File: src/rtl/ddfp_pkg.sv
// Shared types and constants for the delimited decimal field parser.
// Holds the classified byte record passed from the front to the back part.
// No dependencies.
package ddfp_pkg;

    localparam int CFG_WIDTH = 64;
    localparam int CFG_INDEX_WIDTH = 2;
    localparam int VALUE_WIDTH = 32;

    localparam logic [CFG_INDEX_WIDTH-1:0] REG_DELIM_MAP_LOW  = 2'd0;
    localparam logic [CFG_INDEX_WIDTH-1:0] REG_DELIM_MAP_HIGH = 2'd1;
    localparam logic [CFG_INDEX_WIDTH-1:0] REG_SPACE_MAP      = 2'd2;

    localparam logic [CFG_WIDTH-1:0] DELIM_MAP_LOW_RESET  = 64'h0000_0001_0000_2400;
    localparam logic [CFG_WIDTH-1:0] DELIM_MAP_HIGH_RESET = 64'h0;
    localparam logic [CFG_WIDTH-1:0] SPACE_MAP_RESET      = 64'h0000_0001_0000_2400;

    localparam logic [7:0] CHAR_MINUS = 8'h2D;
    localparam logic [7:0] CHAR_PLUS  = 8'h2B;
    localparam logic [7:0] CHAR_ZERO  = 8'h30;
    localparam logic [7:0] CHAR_NINE  = 8'h39;
    localparam logic [VALUE_WIDTH-1:0] RADIX = 32'd10;

    typedef struct packed {
        logic       delim;
        logic       space;
        logic       digit;
        logic       minus;
        logic       plus;
        logic       last;
        logic [3:0] digit_value;
    } byte_class_t;

endpackage

File: src/rtl/ddfp_front.sv
// Front part: holds the delimiter and space maps and classifies each text byte.
// Depends on ddfp_pkg.
module ddfp_front
(
    input  logic                                clk,
    input  logic                                rst_n,
    input  logic                                cfg_we,
    input  logic [ddfp_pkg::CFG_INDEX_WIDTH-1:0] cfg_index,
    input  logic [ddfp_pkg::CFG_WIDTH-1:0]       cfg_data,
    input  logic                                in_valid,
    output logic                                in_ready,
    input  logic [7:0]                          text_byte,
    input  logic                                end_of_buffer,
    output logic                                push_valid,
    input  logic                                push_ready,
    output ddfp_pkg::byte_class_t               push_data
);

    logic [ddfp_pkg::CFG_WIDTH-1:0] delim_low_reg;
    logic [ddfp_pkg::CFG_WIDTH-1:0] delim_high_reg;
    logic [ddfp_pkg::CFG_WIDTH-1:0] space_map_reg;
    logic [7:0]                     offset;

    always_ff @(posedge clk or negedge rst_n)
    begin
        if (!rst_n)
        begin
            delim_low_reg  <= ddfp_pkg::DELIM_MAP_LOW_RESET;
            delim_high_reg <= ddfp_pkg::DELIM_MAP_HIGH_RESET;
            space_map_reg  <= ddfp_pkg::SPACE_MAP_RESET;
        end
        else if (cfg_we)
        begin
            case (cfg_index)
                ddfp_pkg::REG_DELIM_MAP_LOW:  delim_low_reg  <= cfg_data;
                ddfp_pkg::REG_DELIM_MAP_HIGH: delim_high_reg <= cfg_data;
                ddfp_pkg::REG_SPACE_MAP:      space_map_reg  <= cfg_data;
                default:                      ;
            endcase
        end
    end

    always_comb
    begin
        offset = text_byte - ddfp_pkg::CHAR_ZERO;
        push_data.delim = 1'b0;
        case (text_byte[7:6])
            2'b00:   push_data.delim = delim_low_reg[text_byte[5:0]];
            2'b01:   push_data.delim = delim_high_reg[text_byte[5:0]];
            default: push_data.delim = 1'b0;
        endcase
        push_data.space = (text_byte[7:6] == 2'b00) && space_map_reg[text_byte[5:0]];
        push_data.digit = (text_byte >= ddfp_pkg::CHAR_ZERO)
                       && (text_byte <= ddfp_pkg::CHAR_NINE);
        push_data.minus = (text_byte == ddfp_pkg::CHAR_MINUS);
        push_data.plus  = (text_byte == ddfp_pkg::CHAR_PLUS);
        push_data.last  = end_of_buffer;
        push_data.digit_value = offset[3:0];
    end

    assign push_valid = in_valid;
    assign in_ready   = push_ready;

endmodule

File: src/rtl/ddfp_queue.sv
// Short queue of classified bytes between the front and back parts.
// Depends on ddfp_pkg.
module ddfp_queue
#(
    parameter int DEPTH = 2
)
(
    input  logic                  clk,
    input  logic                  rst_n,
    input  logic                  push_valid,
    output logic                  push_ready,
    input  ddfp_pkg::byte_class_t push_data,
    output logic                  pop_valid,
    input  logic                  pop_ready,
    output ddfp_pkg::byte_class_t pop_data
);

    localparam int PTR_WIDTH   = (DEPTH > 1) ? $clog2(DEPTH) : 1;
    localparam int COUNT_WIDTH = $clog2(DEPTH + 1);
    localparam logic [PTR_WIDTH-1:0]   LAST_PTR  = PTR_WIDTH'(DEPTH - 1);
    localparam logic [COUNT_WIDTH-1:0] FULL_COUNT = COUNT_WIDTH'(DEPTH);

    ddfp_pkg::byte_class_t      entry_reg [DEPTH];
    logic [PTR_WIDTH-1:0]       wr_ptr_reg;
    logic [PTR_WIDTH-1:0]       wr_ptr_next;
    logic [PTR_WIDTH-1:0]       rd_ptr_reg;
    logic [PTR_WIDTH-1:0]       rd_ptr_next;
    logic [COUNT_WIDTH-1:0]     count_reg;
    logic [COUNT_WIDTH-1:0]     count_next;
    logic                       do_push;
    logic                       do_pop;

    assign push_ready = (count_reg != FULL_COUNT);
    assign pop_valid  = (count_reg != '0);
    assign pop_data   = entry_reg[rd_ptr_reg];
    assign do_push    = push_valid && push_ready;
    assign do_pop     = pop_valid && pop_ready;

    always_comb
    begin
        wr_ptr_next = wr_ptr_reg;
        rd_ptr_next = rd_ptr_reg;
        count_next  = count_reg;
        if (do_push)
        begin
            wr_ptr_next = (wr_ptr_reg == LAST_PTR) ? '0 : wr_ptr_reg + 1'b1;
        end
        if (do_pop)
        begin
            rd_ptr_next = (rd_ptr_reg == LAST_PTR) ? '0 : rd_ptr_reg + 1'b1;
        end
        if (do_push && !do_pop)
        begin
            count_next = count_reg + 1'b1;
        end
        else if (do_pop && !do_push)
        begin
            count_next = count_reg - 1'b1;
        end
    end

    always_ff @(posedge clk or negedge rst_n)
    begin
        if (!rst_n)
        begin
            wr_ptr_reg <= '0;
            rd_ptr_reg <= '0;
            count_reg  <= '0;
        end
        else
        begin
            wr_ptr_reg <= wr_ptr_next;
            rd_ptr_reg <= rd_ptr_next;
            count_reg  <= count_next;
        end
    end

    always_ff @(posedge clk)
    begin
        if (do_push)
        begin
            entry_reg[wr_ptr_reg] <= push_data;
        end
    end

endmodule

File: src/rtl/ddfp_back.sv
// Back part: field state, decimal accumulation and the registered result stage.
// Depends on ddfp_pkg.
module ddfp_back
(
    input  logic                                   clk,
    input  logic                                   rst_n,
    input  logic                                   pop_valid,
    output logic                                   pop_ready,
    input  ddfp_pkg::byte_class_t                  pop_data,
    output logic                                   out_valid,
    input  logic                                   out_ready,
    output logic signed [ddfp_pkg::VALUE_WIDTH-1:0] field_value,
    output logic                                   field_valid,
    output logic                                   buffer_done
);

    logic [ddfp_pkg::VALUE_WIDTH-1:0] acc_reg;
    logic [ddfp_pkg::VALUE_WIDTH-1:0] acc_next;
    logic                             neg_reg;
    logic                             neg_next;
    logic                             inside_reg;
    logic                             inside_next;
    logic                             content_reg;
    logic                             content_next;
    logic                             pending_reg;
    logic                             pending_next;
    logic                             stopped_reg;
    logic                             stopped_next;
    logic                             out_valid_reg;
    logic                             out_valid_next;
    logic [ddfp_pkg::VALUE_WIDTH-1:0] out_acc_reg;
    logic                             out_neg_reg;
    logic                             out_flag_reg;
    logic                             out_done_reg;
    logic [ddfp_pkg::VALUE_WIDTH-1:0] emit_acc;
    logic                             emit_neg;
    logic                             emit_flag;
    logic                             emit_done;
    logic                             emit;
    logic                             take;

    assign pop_ready = !out_valid_reg || out_ready;
    assign take      = pop_valid && pop_ready;

    always_comb
    begin
        acc_next     = acc_reg;
        neg_next     = neg_reg;
        inside_next  = inside_reg;
        content_next = content_reg;
        pending_next = pending_reg;
        stopped_next = stopped_reg;
        emit         = 1'b0;
        emit_acc     = acc_reg;
        emit_neg     = neg_reg;
        emit_flag    = content_reg && !stopped_reg;
        emit_done    = pop_data.last;

        if (pop_data.delim)
        begin
            emit         = inside_reg;
            acc_next     = '0;
            neg_next     = 1'b0;
            inside_next  = 1'b0;
            content_next = 1'b0;
            pending_next = 1'b0;
            stopped_next = 1'b0;
        end
        else
        begin
            if (!inside_reg)
            begin
                acc_next     = '0;
                neg_next     = 1'b0;
                content_next = 1'b0;
                pending_next = 1'b0;
                stopped_next = 1'b0;
            end
            inside_next = 1'b1;
            if (pop_data.space)
            begin
                if (content_next)
                begin
                    pending_next = 1'b1;
                end
            end
            else
            begin
                if (pending_next)
                begin
                    stopped_next = 1'b1;
                    pending_next = 1'b0;
                end
                if (!content_next && (pop_data.minus || pop_data.plus))
                begin
                    content_next = 1'b1;
                    neg_next     = pop_data.minus;
                end
                else
                begin
                    content_next = 1'b1;
                    if (!stopped_next && pop_data.digit)
                    begin
                        acc_next = acc_next * ddfp_pkg::RADIX
                                 + {28'd0, pop_data.digit_value};
                    end
                    else
                    begin
                        stopped_next = 1'b1;
                    end
                end
            end
            emit      = pop_data.last;
            emit_acc  = acc_next;
            emit_neg  = neg_next;
            emit_flag = content_next && !stopped_next;
            emit_done = 1'b1;
            if (pop_data.last)
            begin
                acc_next     = '0;
                neg_next     = 1'b0;
                inside_next  = 1'b0;
                content_next = 1'b0;
                pending_next = 1'b0;
                stopped_next = 1'b0;
            end
        end

        if (take && emit)
        begin
            out_valid_next = 1'b1;
        end
        else if (out_ready)
        begin
            out_valid_next = 1'b0;
        end
        else
        begin
            out_valid_next = out_valid_reg;
        end
    end

    always_ff @(posedge clk or negedge rst_n)
    begin
        if (!rst_n)
        begin
            acc_reg       <= '0;
            neg_reg       <= 1'b0;
            inside_reg    <= 1'b0;
            content_reg   <= 1'b0;
            pending_reg   <= 1'b0;
            stopped_reg   <= 1'b0;
            out_valid_reg <= 1'b0;
        end
        else
        begin
            if (take)
            begin
                acc_reg     <= acc_next;
                neg_reg     <= neg_next;
                inside_reg  <= inside_next;
                content_reg <= content_next;
                pending_reg <= pending_next;
                stopped_reg <= stopped_next;
            end
            out_valid_reg <= out_valid_next;
        end
    end

    always_ff @(posedge clk)
    begin
        if (take && emit)
        begin
            out_acc_reg  <= emit_acc;
            out_neg_reg  <= emit_neg;
            out_flag_reg <= emit_flag;
            out_done_reg <= emit_done;
        end
    end

    assign out_valid   = out_valid_reg;
    assign field_value = out_neg_reg ? -out_acc_reg : out_acc_reg;
    assign field_valid = out_flag_reg;
    assign buffer_done = out_done_reg;

endmodule

File: src/rtl/delimited_decimal_field_parser_top.sv
// Top level of the delimited decimal field parser.
// Instantiates ddfp_front, ddfp_queue and ddfp_back; depends on ddfp_pkg.
//
//   Channel   Handshake             Payload
//   input     in_valid / in_ready   text_byte, end_of_buffer
//   output    out_valid / out_ready field_value, field_valid, buffer_done
//   config    cfg_we (no wait)      cfg_index, cfg_data
//
// One byte is accepted every cycle while in_ready is high. The byte that ends a
// field passes the queue stage, and its result then the registered result stage.
// The multiply-add on the accumulator is done combinationally in the back part.
// Reset clears the field state, the queue and the result valid flag, and loads the
// default maps. A stalled output fills the queue, and then input ready drops.
module delimited_decimal_field_parser_top
#(
    parameter int QUEUE_DEPTH = 2
)
(
    input  logic                                    clk,
    input  logic                                    rst_n,
    input  logic                                    cfg_we,
    input  logic [ddfp_pkg::CFG_INDEX_WIDTH-1:0]     cfg_index,
    input  logic [ddfp_pkg::CFG_WIDTH-1:0]           cfg_data,
    input  logic                                    in_valid,
    output logic                                    in_ready,
    input  logic [7:0]                              text_byte,
    input  logic                                    end_of_buffer,
    output logic                                    out_valid,
    input  logic                                    out_ready,
    output logic signed [ddfp_pkg::VALUE_WIDTH-1:0]  field_value,
    output logic                                    field_valid,
    output logic                                    buffer_done
);

    logic                  push_valid;
    logic                  push_ready;
    ddfp_pkg::byte_class_t push_data;
    logic                  pop_valid;
    logic                  pop_ready;
    ddfp_pkg::byte_class_t pop_data;

    ddfp_front u_front
    (
        .clk           (clk),
        .rst_n         (rst_n),
        .cfg_we        (cfg_we),
        .cfg_index     (cfg_index),
        .cfg_data      (cfg_data),
        .in_valid      (in_valid),
        .in_ready      (in_ready),
        .text_byte     (text_byte),
        .end_of_buffer (end_of_buffer),
        .push_valid    (push_valid),
        .push_ready    (push_ready),
        .push_data     (push_data)
    );

    ddfp_queue
    #(
        .DEPTH (QUEUE_DEPTH)
    )
    u_queue
    (
        .clk        (clk),
        .rst_n      (rst_n),
        .push_valid (push_valid),
        .push_ready (push_ready),
        .push_data  (push_data),
        .pop_valid  (pop_valid),
        .pop_ready  (pop_ready),
        .pop_data   (pop_data)
    );

    ddfp_back u_back
    (
        .clk         (clk),
        .rst_n       (rst_n),
        .pop_valid   (pop_valid),
        .pop_ready   (pop_ready),
        .pop_data    (pop_data),
        .out_valid   (out_valid),
        .out_ready   (out_ready),
        .field_value (field_value),
        .field_valid (field_valid),
        .buffer_done (buffer_done)
    );

endmodule
File: config.mk
export PLATFORM = sky130hd
export DESIGN_NAME = delimited_decimal_field_parser_top
export DESIGN_NICKNAME = d
export VERILOG_FILES = /design/src/rtl/ddfp_pkg.sv /design/src/rtl/ddfp_front.sv /design/src/rtl/ddfp_queue.sv /design/src/rtl/ddfp_back.sv /design/src/rtl/delimited_decimal_field_parser_top.sv
export SDC_FILE = /design/constraint.sdc
export NUM_CORES = 1
export LEC_CHECK = 0
export BUFFER_PORTS_ARGS = -buffer_cell sky130_fd_sc_hd__buf_2
export CAP_MARGIN = 15
export CORE_MARGIN = 1.5
export CORE_UTILIZATION = 30
export CTS_BUF_LIST = sky130_fd_sc_hd__clkbuf_8
export DETAILED_ROUTE_END_ITERATION = 8
export GPL_TIMING_DRIVEN = 0
export PLACE_DENSITY = 0.57
export SYNTH_ARGS = -nofsm -noshare
export SYNTH_HDL_FRONTEND = slang
export SYNTH_SLANG_ARGS = --single-unit
File: constraint.sdc
create_clock -name clk -period 4.1 [get_ports clk]
set_clock_uncertainty 0.05 [all_clocks]
set_input_delay 0.82 -clock clk [delete_from_list [all_inputs] [get_ports clk]]
set_output_delay 0.82 -clock clk [all_outputs]
set_load 0.01 [all_outputs]
==> results of run 1 <==
[cell type report]
class	count	share of cell area (%)
flip-flops and latches	289	37.73
diodes	2	0.02512
multi-input cells	967	45.27
repair buffers	166	5.351
well taps	696	4.372
clock inverters	34	1.105
inverters	6	0.1131
plain buffers	86	2.092
clock buffers	57	3.938
[per-layer routing]
| metal | vias to the layer above | global-route usage, % | share of wire (%) |
|---|---|---|---|
| li1 | 5457 | - | - |
| met1 | 5868 | 19.39 | 44 |
| met2 | 282 | 26.21 | 49 |
| met3 | 74 | 3.195 | 4.8 |
| met4 | 12 | 4.468 | 2.3 |
| met5 | - | 0 | 0.17 |
[per-stage QoR]
stage / power, µW / hold slack, ns / TNS, ns / worst slack [ns] / area [µm²]
after detailed placement: 6688 / 0.4303 / -35.15 / -1.420 / 17950
after CTS: 9467 / 0.3102 / -8.574 / -0.8019 / 19550
final: 9387 / 0.3490 / -9.386 / -0.7602 / 19920
after global routing: 9896 / 0.3337 / -14.59 / -0.8764 / 19920
after floorplan: 5731 / 0.4054 / -0.7950 / -0.3142 / 16420
after global placement: 6593 / 0.4221 / -484.79 / -1.957 / 17870
[logic make-up after synthesis]
family                     share of synthesized area (%)
muxes                                              22.91
DFF                                                46.07
adders and majority gates                          3.191
AOI/OAI and AO/OA                                  9.619
buffers and inverters                              2.393
and+or+nand+nor                                    10.55
xor gates and xnor gates                           5.262
[worst max-delay path: stages (launching register included)]
cell and delay, ns:
edfxtp_1 0.41, or4_4 0.55, nor2_4 0.12, nand3_2 0.08, or4_4 0.44, or3_4 0.35, or4_4 0.42, or4_4 0.47
o41ai_4 0.23, xnor2_1 0.15, buf_2 0.15
[repair_timing]
action | in CTS | in global routing
gates resized for setup | 77 | 64
cloned | 1 | 0
endpoints found under the hold margin | 27 | 0
hold buffers | 1 | 0
setup endpoints to repair | 55 | 48
pin swaps | 46 | 39
setup buffers | 33 | 15
[cells in the mapped netlist (9+ instances only)]
library cell	count	area (µm²)
o21ai_0	75	375.4
o21ai_1	16	80.08
mux2i_1	10	100.1
dfrtp_1	228	5705
a21oi_1	31	155.2
nand2_1	109	409.1
xnor2_1	62	543.0
and3_1	35	219.0
clkbuf_1	67	251.5
edfxtp_1	55	1652
mux4_2	63	1419
o31ai_1	14	105.1
mux2_2	197	2218
nor2_1	48	180.2
and2_1	40	250.2
clkbuf_2	9	45.04
nand3_1	16	80.08
buf_1	13	48.80
a31oi_1	12	75.07
ha_1	40	500.5
xor2_1	36	315.3
a22o_1	11	96.34
a21o_1	16	120.1
[worst min path at each step]
| stage | start | to | slack [ns] | cells after the start |
|---|---|---|---|---|
| 6_report | end_of_buffer | u_queue.entry_reg[0][4]$_DFFE_PP_ | 0.35 | 1 |
| 5_1_grt | end_of_buffer | u_queue.entry_reg[0][4]$_DFFE_PP_ | 0.33 | 1 |
| 4_1_cts | end_of_buffer | u_queue.entry_reg[0][4]$_DFFE_PP_ | 0.31 | 1 |
| 3_5_place_dp | u_queue.wr_ptr_reg$_DFFE_PN0P_ | u_queue.wr_ptr_reg$_DFFE_PN0P_ | 0.43 | 1 |
| 3_3_place_gp | u_back.acc_reg[31]$_DFFE_PN0P_ | u_back.acc_reg[31]$_DFFE_PN0P_ | 0.42 | 2 |
| 2_1_floorplan | u_back.acc_reg[31]$_DFFE_PN0P_ | u_back.acc_reg[31]$_DFFE_PN0P_ | 0.41 | 2 |
[cells in the final DEF, fill, tap and decap left out, types with 9 or more instances in the layout]
cell      Yosys  final
mux2_2      197    197
buf_1        13     12
dfrtp_1     228    227
a21o_1       16     16
mux4_2       63     63
o21ai_1      16     31
mux2i_1      10     10
xnor2_1      62     47
clkbuf_2      9     13
nor2_1       48     39
ha_1         40     38
and2_1       40     38
buf_6         0     12
o31ai_1      14     10
or4_4         8     10
buf_4         1     36
o21ai_0      75     54
edfxtp_1     55     55
inv_1         6     21
buf_2         3    116
a22o_1       11     11
clkbuf_8      0     59
a21oi_1      31     26
and3_1       35     35
clkbuf_1     67     51
a31oi_1      12      9
nand3_1      16     13
xor2_1       36     34
xnor2_2       0     14
nand2_1     109    107
[power groups by stage]
stage          registers (µW)  clock network [µW]  logic, µW
3_5_place_dp             4010                   0       2680
6_report                 3980                2640       2770
5_1_grt                  4050                2840       3010
4_1_cts                  3970                2720       2770
2_1_floorplan            3910                   0       1830
3_3_place_gp             3990                   0       2600
==> impl_results.md, run 1 <==
- Area Overhead vs Synth: 22.12%
- WS Path Type: reg -> out
- R2R cell count: 16
- Switching part of the total: around 33%
- Die W: between 200 and 250 µm
- Final ANT Viol Nets: 0
- DRC: 0
- Power Internal: ~6300 µW
- Final non-filler cell total: 2303
- Reg-to-reg slack, setup: -0.41 ns
- CTS tree: built
- Synth cell types: 82
- Initial Util: a little under a third
- Final net count: about 1.7k
- IO Pins: around 120
- CTS root buf: clkbuf_8
- Flop pwr share: between 40% and 50%
- Final min period: just under 5 ns
- Inserted Clock Buffers: slightly above 50
- FF-to-FF End: u_back.out_acc_reg[31]$_DFFE_PP_
- Final hold viol count: 0
- Die area: about 56000 µm²
- RSZ-0062 raised after global routing: yes
- Post-synth EDFFs: 55
- Via count: between 10k and 15k
- Largest fanout on the critical path: 4
- DP Cell Count: between 2k and 2.5k
- Placer Congestion: between 0.8 and 0.9
- Core Util, Final: 37.02%
- Worst reg2reg startpoint: u_back.inside_reg$_DFFE_PN0P_
- Gate power share: 29.5%
- Number of global-route vias before repair: between 10k and 15k
- Syn_area_per_cell: 12.04 µm²
- Post-synth design cell area: 16310 µm²
- Final worst setup slack: -0.7602 ns
- Worst EP arrival: between 3 and 4 ns
- Clock Path Buffers: 3
- Switching power total: 3094 µW
- Total wire length: between 40000 and 50000 µm
- Worst-margin pin slew: 1.357 ns
- Failing checks: negative setup slack
- Slew HR: 8.870%
- FF/Latch Area: 7516 µm²
- CP required: ~3.2 ns
- DR iter-0 viols: about 850
- Initial antenna violation count: 9
- Fill cell count: between 5k and 6k
- Largest net degree at the start of global routing: between 100 and 150
- Peak supply drop: about 0.00029 V
- IO buf count: 115
- PwrDens: around 470 nW/µm²
- Skew-Pair Late Insertion Delay: around 0.63 ns
- Hpwl dp: around 31000 µm
- MaxCap Viol Count: 0
- DR vias/cell: 5.077
- Warnings from Yosys: 0
- Crit path capture: field_value[29]
- Wirelength per Cell: 18.42 µm
- DRT Pass-1 Iters: 5
- CTS sink cnt: 289
- Max Clock Freq: slightly above 200 MHz
- Clk network pwr share: ~28%
- Post-synth top flop: dfrtp_1
- Startpoint types: register
- Post-Synthesis Cells: approximately 1.4k
- Tot GR Track Use: roughly 15%
- Die Span Y: ~240 µm
- CORE AREA: 53810 µm²
- Tcrit/Tclk final: 118.5%
- Seq/Total Area, Yosys: between 40% and 50%
- Area of the multi-input gates: approximately 9000 µm²
- FF+latch count, synth: 289
- H-tree lvl count: 2
- Asr flop ratio synth: about four fifths
- P_leak: about 0.0084 µW
- Final Max Tran Viols: 0
- Rows: 85
- First-pass GRT wire length: approximately 67000 µm
- Type of the worst min-delay path: in -> reg
- Setup crit end kind: primary output
- Grt total ovfl: 0
- Syn Nets: 1476
- CP Launch Point: u_back.out_acc_reg[8]$_DFFE_PP_
- Status: finished with violations
- Clk slew on worst S/H paths: about 0.06 ns
- Setup violations, final: 30
- Layout cells sized above 1: 39.50%
Power figures use the tool's default switching activity.
==> run 2: changes to the inputs <==
--- a/config.mk
+++ b/config.mk
@@ -7,12 +7,14 @@
 export LEC_CHECK = 0
 export BUFFER_PORTS_ARGS = -buffer_cell sky130_fd_sc_hd__buf_2
 export CAP_MARGIN = 15
+export CORE_ASPECT_RATIO = 0.5
 export CORE_MARGIN = 1.5
 export CORE_UTILIZATION = 30
 export CTS_BUF_LIST = sky130_fd_sc_hd__clkbuf_8
 export DETAILED_ROUTE_END_ITERATION = 8
 export GPL_TIMING_DRIVEN = 0
 export PLACE_DENSITY = 0.57
+export SKIP_LAST_GASP = 1
 export SYNTH_ARGS = -nofsm -noshare
 export SYNTH_HDL_FRONTEND = slang
 export SYNTH_SLANG_ARGS = --single-unit
==> run 2 against run 1 <==
Against the previous run:
- the flow still finishes with violations (negative setup slack)
- combinational power increased by 6%
- register-to-register slack got worse by 0.05 ns
- sequential share of layout area about the same
- cell area about the same
- worst setup slack got worse by 0.024 ns
- die area increased by 0.15%
- clock power decreased by 4%
- global-route usage increased by 0.16 points
- largest power group unchanged
==> impl_results.md, run 2 (synthesis results as in run 1) <==
- DRC: 0
- Setup violations, final: 31
- Final ANT Viol Nets: 0
- Final min period: 4.884 ns
- Slew HR: 27.37%
- CTS root buf: clkbuf_8
- First-pass GRT wire length: a little under 70000 µm
- Final Max Tran Viols: 0
- FF-to-FF End: u_back.out_acc_reg[24]$_DFFE_PP_
- Die Span Y: 167.9 µm
- CORE AREA: between 50000 and 60000 µm²
- Die area: about 56000 µm²
- H-tree lvl count: 2
- RSZ-0062 raised after global routing: yes
- Number of global-route vias before repair: about 12k
- DRT Pass-1 Iters: 5
- Peak supply drop: between 0.0002 and 0.00025 V
- Area Overhead vs Synth: 22.24%
- IO buf count: 115
- Max stage delay cell, worst path: or4_4
- Grt total ovfl: 0
- Final Hold Slack: between 0.09 and 0.1 ns
- Worst EP arrival: 4.01 ns
- Type of the worst min-delay path: in -> async
- Via count: 11.55k
- IO Pins: between 100 and 150
- Final hold viol count: 0
- Busiest layer in global routing: met2
- Worst-path cell chain: or4_4 -> nor2_4 -> nand3_2 -> or4_4 -> or3_4 -> or4_4 -> or4_4 -> o31ai_4 -> xnor2_1 -> buf_2
- Worst reg2reg startpoint: u_back.inside_reg$_DFFE_PN0P_
- Failing checks: negative setup slack
- Hold Buf Count CTS: 0
- Max Clock Freq: about 200 MHz
- Final net count: roughly 1.7k
- Met1 usage: around a fifth
- Tcrit/Tclk final: 119.1%
- Largest net degree at the start of global routing: roughly 110
- CP required: between 3 and 4 ns
- Startpoint types: register
- Skew-Pair Late Insertion Delay: slightly above 0.6 ns
- MaxCap Viol Count: 0
- GRT met2 Usage: approximately 28%
- Inserted Clock Buffers: 49
- Max stage delay on crit path: 0.56 ns
- Initial antenna violation count: 3
- Met3 Usage GRT: 2.822%
- PwrDens: between 400 and 500 nW/µm²
- CP Buf/Inv Count: 1
- Largest fanout on the critical path: 3
- Most common cell after layout, fill and taps aside: dfrtp_1
- CP top delay family: simple AND/OR/NAND/NOR gates
- Reg-to-reg slack, setup: -0.46 ns
- Fin area: around 20000 µm²
- R2R cell count: 17
- Placed cell area: 17990 µm²
- Fill cell count: between 5k and 6k
- P_leak: 0.008352 µW
- CTS tree: built
- Worst-margin pin slew: 1.089 ns
- Clk slew on worst S/H paths: roughly 0.060 ns
- CTS sink cnt: 289
- Hpwl dp: slightly above 30000 µm
- Placer Congestion: 0.8631
- Clock Path Buffers: 3
- Total wire length: around 43000 µm
- DR iter-0 viols: a little over 700
- Wirelength per Cell: roughly 19 µm
- Tot GR Track Use: between 15 and 20%
- Die W: about 330 µm
- Final worst setup slack: -0.7838 ns
- Most frequent cells in the layout: dfrtp_1, mux2_2, buf_2
- WS Path Type: reg -> out
- Initial Util: approximately 30%
- Layout cells sized above 1: about 39%
- Rows: 60
- Status: finished with violations
- Setup crit end kind: primary output
- Critical Path Most Common Cell: or4_4
- DR vias/cell: ~5.0
==> run 2: power breakdown <==
part | switching [µW] | internal (µW) | total [µW]
clock network | 1210 | 1330 | 2540
registers | 372 | 3600 | 3970
logic | 1610 | 1320 | 2930
total | 3190 | 6250 | 9440
==> run 2: repair_timing <==
action	CTS	global route
gates resized for setup	88	50
pin swaps	48	31
buffers inserted	43	9
gates cloned	2	0
endpoints found under the setup margin	56	47
==> run 2: layer usage <==
| metal | part of all wire (%) | wire (µm) | vias to the layer above |
|---|---|---|---|
| li1 | - | - | 5470 |
| met1 | 43 | 18770 | 5813 |
| met2 | 51 | 21890 | 207 |
| met3 | 4.1 | 1778 | 64 |
| met4 | 1.8 | 756 | 0 |
| met5 | 0 | 0 | - |
==> run 2: layout make-up <==
| class | count | area (µm²) | area share (%) |
|---|---|---|---|
| Antenna cell | 3 | 7.507 | 0.03765 |
| Tap cell | 713 | 892.1 | 4.474 |
| Multi-Input combinational cell | 967 | 9009 | 45.18 |
| Buffer | 87 | 430.4 | 2.159 |
| Timing Repair Buffer | 169 | 1115 | 5.591 |
| Sequential cell | 289 | 7516 | 37.69 |
| Clock inverter | 31 | 162.7 | 0.8158 |
| Inverter | 6 | 22.52 | 0.1130 |
| Clock buffer | 57 | 784.5 | 3.934 |
==> run 2: worst max-delay path by stage <==
stage | to | start | cells past startpoint | slack [ns]
floorplan | u_back.out_acc_reg[24]$_DFFE_PP_ | u_back.inside_reg$_DFFE_PN0P_ | 17 | -0.31
global placement | u_front.space_map_reg[26]$_DFFE_PN0P_ | rst_n | 1 | -2.25
detailed placement | u_back.out_acc_reg[31]$_DFFE_PP_ | u_back.inside_reg$_DFFE_PN0P_ | 16 | -1.48
CTS | field_value[28] | u_back.out_acc_reg[10]$_DFFE_PP_ | 10 | -0.84
global route | field_value[28] | u_back.out_acc_reg[10]$_DFFE_PP_ | 10 | -0.95
finish | field_value[28] | u_back.out_acc_reg[10]$_DFFE_PP_ | 10 | -0.78
==> run 2: through the flow <==
stage / util (%) / setup TNS, ns / worst slack, ns / total power, µW / cells
after floorplan: - / -0.7950 / -0.3142 / 5731 / 1355
after global placement: 33.28 / -576.81 / -2.249 / 6770 / 2183
after detailed placement: 33.46 / -36.35 / -1.481 / 6854 / 2187
after CTS: 36.56 / -10.11 / -0.8437 / 9553 / 2311
after global routing: 37.08 / -18.07 / -0.9514 / 9996 / 2319
final: 37.10 / -11.44 / -0.7838 / 9443 / 2322
==> run 2: worst reg2reg max path: stages (launching register included) <==
cell	delay, ns
dfrtp_2	0.45
clkbuf_16	0.18
clkbuf_16	0.15
and2_4	0.14
ha_4	0.16
fa_2	0.36
a211oi_4	0.32
or2_1	0.16
clkbuf_8	0.13
and4bb_2	0.27
o211ai_4	0.11
buf_6	0.15
or4_4	0.45
nor4_4	0.26
nand4_1	0.27
a2111oi_4	0.30
xnor2_1	0.15
a22o_1	0.23
==> run 3: changes to the inputs <==
--- a/config.mk
+++ b/config.mk
@@ -13,7 +13,7 @@
 export CTS_BUF_LIST = sky130_fd_sc_hd__clkbuf_8
 export DETAILED_ROUTE_END_ITERATION = 8
 export GPL_TIMING_DRIVEN = 0
-export PLACE_DENSITY = 0.57
+export PLACE_DENSITY = 0.55
 export SKIP_LAST_GASP = 1
 export SYNTH_ARGS = -nofsm -noshare
 export SYNTH_HDL_FRONTEND = slang
==> constraint.sdc (replaced) <==
create_clock -name clk -period 4.9 [get_ports clk]
set_clock_uncertainty 0.05 [all_clocks]
set_input_delay 0.98 -clock clk [delete_from_list [all_inputs] [get_ports clk]]
set_output_delay 0.98 -clock clk [all_outputs]
set_load 0.01 [all_outputs]
==> run 3 against run 2 <==
Against the previous run:
- the flow still finishes with violations (negative setup slack)
- routed wire length fell by 0.60%
- via count down 1.3%
- critical path depth unchanged
- clock power down 13%
- final cell count down 0.82%
- first-iteration DRC count down 9.3%
- total power shrank 16%
- largest power group unchanged
- highest routed layer unchanged
==> impl_results.md, run 3 (synthesis results as in run 1) <==
- Tcrit/Tclk final: 102.1%
- CTS sink cnt: 289
- Max stage delay on crit path: between 0.5 and 0.6 ns
- Wirelength per Cell: ~19 µm
- Number of global-route vias before repair: 11.88k
- CORE AREA: around 54000 µm²
- Setup crit end kind: primary output
- CP top delay family: simple AND/OR/NAND/NOR gates
- Final worst setup slack: -0.1039 ns
- DR iter-0 viols: around 660
- Power Internal: about 5300 µW
- Flop pwr share: 41.7%
- Clock Path Buffers: 3
- Fill cell count: around 5.3k
- Total wire length: 42930 µm
- Die W: between 300 and 400 µm
- Clk slew on worst S/H paths: about 0.07 ns
- Peak supply drop: roughly 0.00015 V
- IO Pins: ~120
- Switching power total: around 2700 µW
- Worst EP arrival: approximately 4.0 ns
- Final min period: 5.004 ns
- Final hold viol count: 0
- DRC: 0
- Tot GR Track Use: approximately 15%
- Final Max Tran Viols: 0
- CP required: 3.87 ns
- Setup tns final: -0.3720 ns
- IO buf count: 115
- Worst-path cell chain: or4_4 -> nor2_4 -> nand3_2 -> or4_4 -> or3_4 -> or4_4 -> or4_4 -> o31ai_4 -> xnor2_1 -> buf_2
- Switching part of the total: 33.57%
- Failing checks: negative setup slack
- PwrDens: slightly above 400 nW/µm²
- Status: finished with violations
- P_leak: 0.008125 µW
- WS Path Type: reg -> out
- Grt total ovfl: 0
- Via count: roughly 11k
- Final net count: approximately 1.7k
- Area Overhead vs Synth: 18.99%
- DR vias/cell: just under 5
- H-tree lvl count: 2
- DP Cell Count: ~2.2k
- Most frequent cells in the layout: dfrtp_1, mux2_2, buf_2
- Initial antenna violation count: 3
- Skew-Pair Late Insertion Delay: 0.60 ns
- DRT Pass-1 Iters: 5
- Most common cell after layout, fill and taps aside: dfrtp_1
- First-pass GRT wire length: just under 70000 µm
- Fin area: between 15000 and 20000 µm²
- Die area: between 50000 and 60000 µm²
- RSZ-0062 raised after global routing: yes
- Inserted Clock Buffers: 48
- Largest net degree at the start of global routing: 100
- Type of the worst min-delay path: in -> async
- Die Span Y: 167.9 µm
- CTS root buf: clkbuf_8
- CP Buf/Inv Count: 1
- Max Clock Freq: 199.8 MHz
- Final ANT Viol Nets: 0
- Largest fanout on the critical path: 3
- MaxCap Viol Count: 0
- Layout cells sized above 1: a little over a third
- Rows: 60
- Hpwl dp: about 31000 µm
- Clk network pwr share: between 20 and 30%
- Initial Util: 30.35%
- Worst-margin pin slew: approximately 1.1 ns
- Setup violations, final: 5
- Placed cell area: 17880 µm²
- Critical Path Most Common Cell: or4_4
- Final non-filler cell total: around 2.3k
- Max stage delay cell, worst path: or4_4
- CTS tree: built
- Slew HR: approximately 29%
- Startpoint types: register
- Placer Congestion: 0.8523
- Gate power share: between 30% and 40%
run 3: cell type report:
type | count | area (µm²) | area share [%]
multi-input cells | 967 | 8700 | 44.82
diodes | 3 | 7.507 | 0.03868
flip-flops and latches | 289 | 7516 | 38.72
plain buffers | 90 | 380.4 | 1.960
repair buffers | 149 | 893.4 | 4.603
clock inverters | 29 | 214.0 | 1.102
inverters | 6 | 22.52 | 0.1160
well taps | 713 | 892.1 | 4.596
clock buffers | 57 | 784.5 | 4.042
run 3: worst register-to-register path, stage by stage (launching register included):
cell and delay (ns):
dfrtp_2 0.45, clkbuf_8 0.20, buf_2 0.18, and3_1 0.16, ha_1 0.28, clkbuf_4 0.20, and2_2 0.23, a221o_1 0.36
o2111ai_2 0.22, nand3_2 0.16, buf_4 0.17, or4_4 0.45, nor4_4 0.32, nand4_1 0.23, a2111oi_2 0.37, xnor2_1 0.14
a22o_1 0.25
run 3: stage by stage:
stage | hold WS (ns) | power [µW] | setup WS (ns) | utilization [%]
detailed placement | 0.4365 | 5741 | -1.361 | 33.26
floorplan | 0.4054 | 4775 | 0.3415 | -
global placement | 0.4268 | 5673 | -1.634 | 33.08
CTS | 0.2626 | 8063 | -0.1765 | 35.66
finish | 0.2729 | 7963 | -0.1039 | 36.11
global route | 0.2831 | 8429 | -0.2667 | 36.10
run 3: final timing paths:
| kind | from | to | slack, ns | cells after the start |
|---|---|---|---|---|
| max | u_back.out_acc_reg[10]$_DFFE_PP_ | field_value[28] | -0.10 | 10 |
| min | rst_n | u_front.delim_high_reg[60]$_DFFE_PN0P_ | 0.27 | 1 |
| max reg2reg | u_back.inside_reg$_DFFE_PN0P_ | u_back.out_acc_reg[24]$_DFFE_PP_ | 0.24 | 16 |
| min reg2reg | u_queue.wr_ptr_reg$_DFFE_PN0P_ | u_queue.wr_ptr_reg$_DFFE_PN0P_ | 0.45 | 1 |
| max in group asynchronous | rst_n | u_front.space_map_reg[32]$_DFFE_PN1P_ | 3.30 | 3 |
| min in group clk | u_queue.wr_ptr_reg$_DFFE_PN0P_ | u_queue.wr_ptr_reg$_DFFE_PN0P_ | 0.45 | 1 |
run 3: routing by layer:
metal	wire length [µm]	up-vias	GRT usage (%)
met1	18860	5715	19.45
met5	0	-	0
li1	-	5420	-
met4	1009	0	4.566
met2	21290	211	27.19
met3	1766	60	2.880
run 3: power by group through the flow:
stage / Clock, µW / Combinational (µW) / Sequential [µW]
after floorplan: 0 / 1510 / 3270
after global placement: 0 / 2320 / 3350
after global routing: 2400 / 2650 / 3380
final: 2220 / 2420 / 3320
after detailed placement: 0 / 2390 / 3360
after CTS: 2300 / 2450 / 3310
run 3: repair_timing:
item | 4_1_cts | 5_1_grt
hold endpoints to repair | 0 | 0
buffers inserted | 18 | 12
hold buffers | 0 | 0
setup endpoints to repair | 43 | 22
gates resized for setup | 33 | 38
pin swaps | 12 | 17
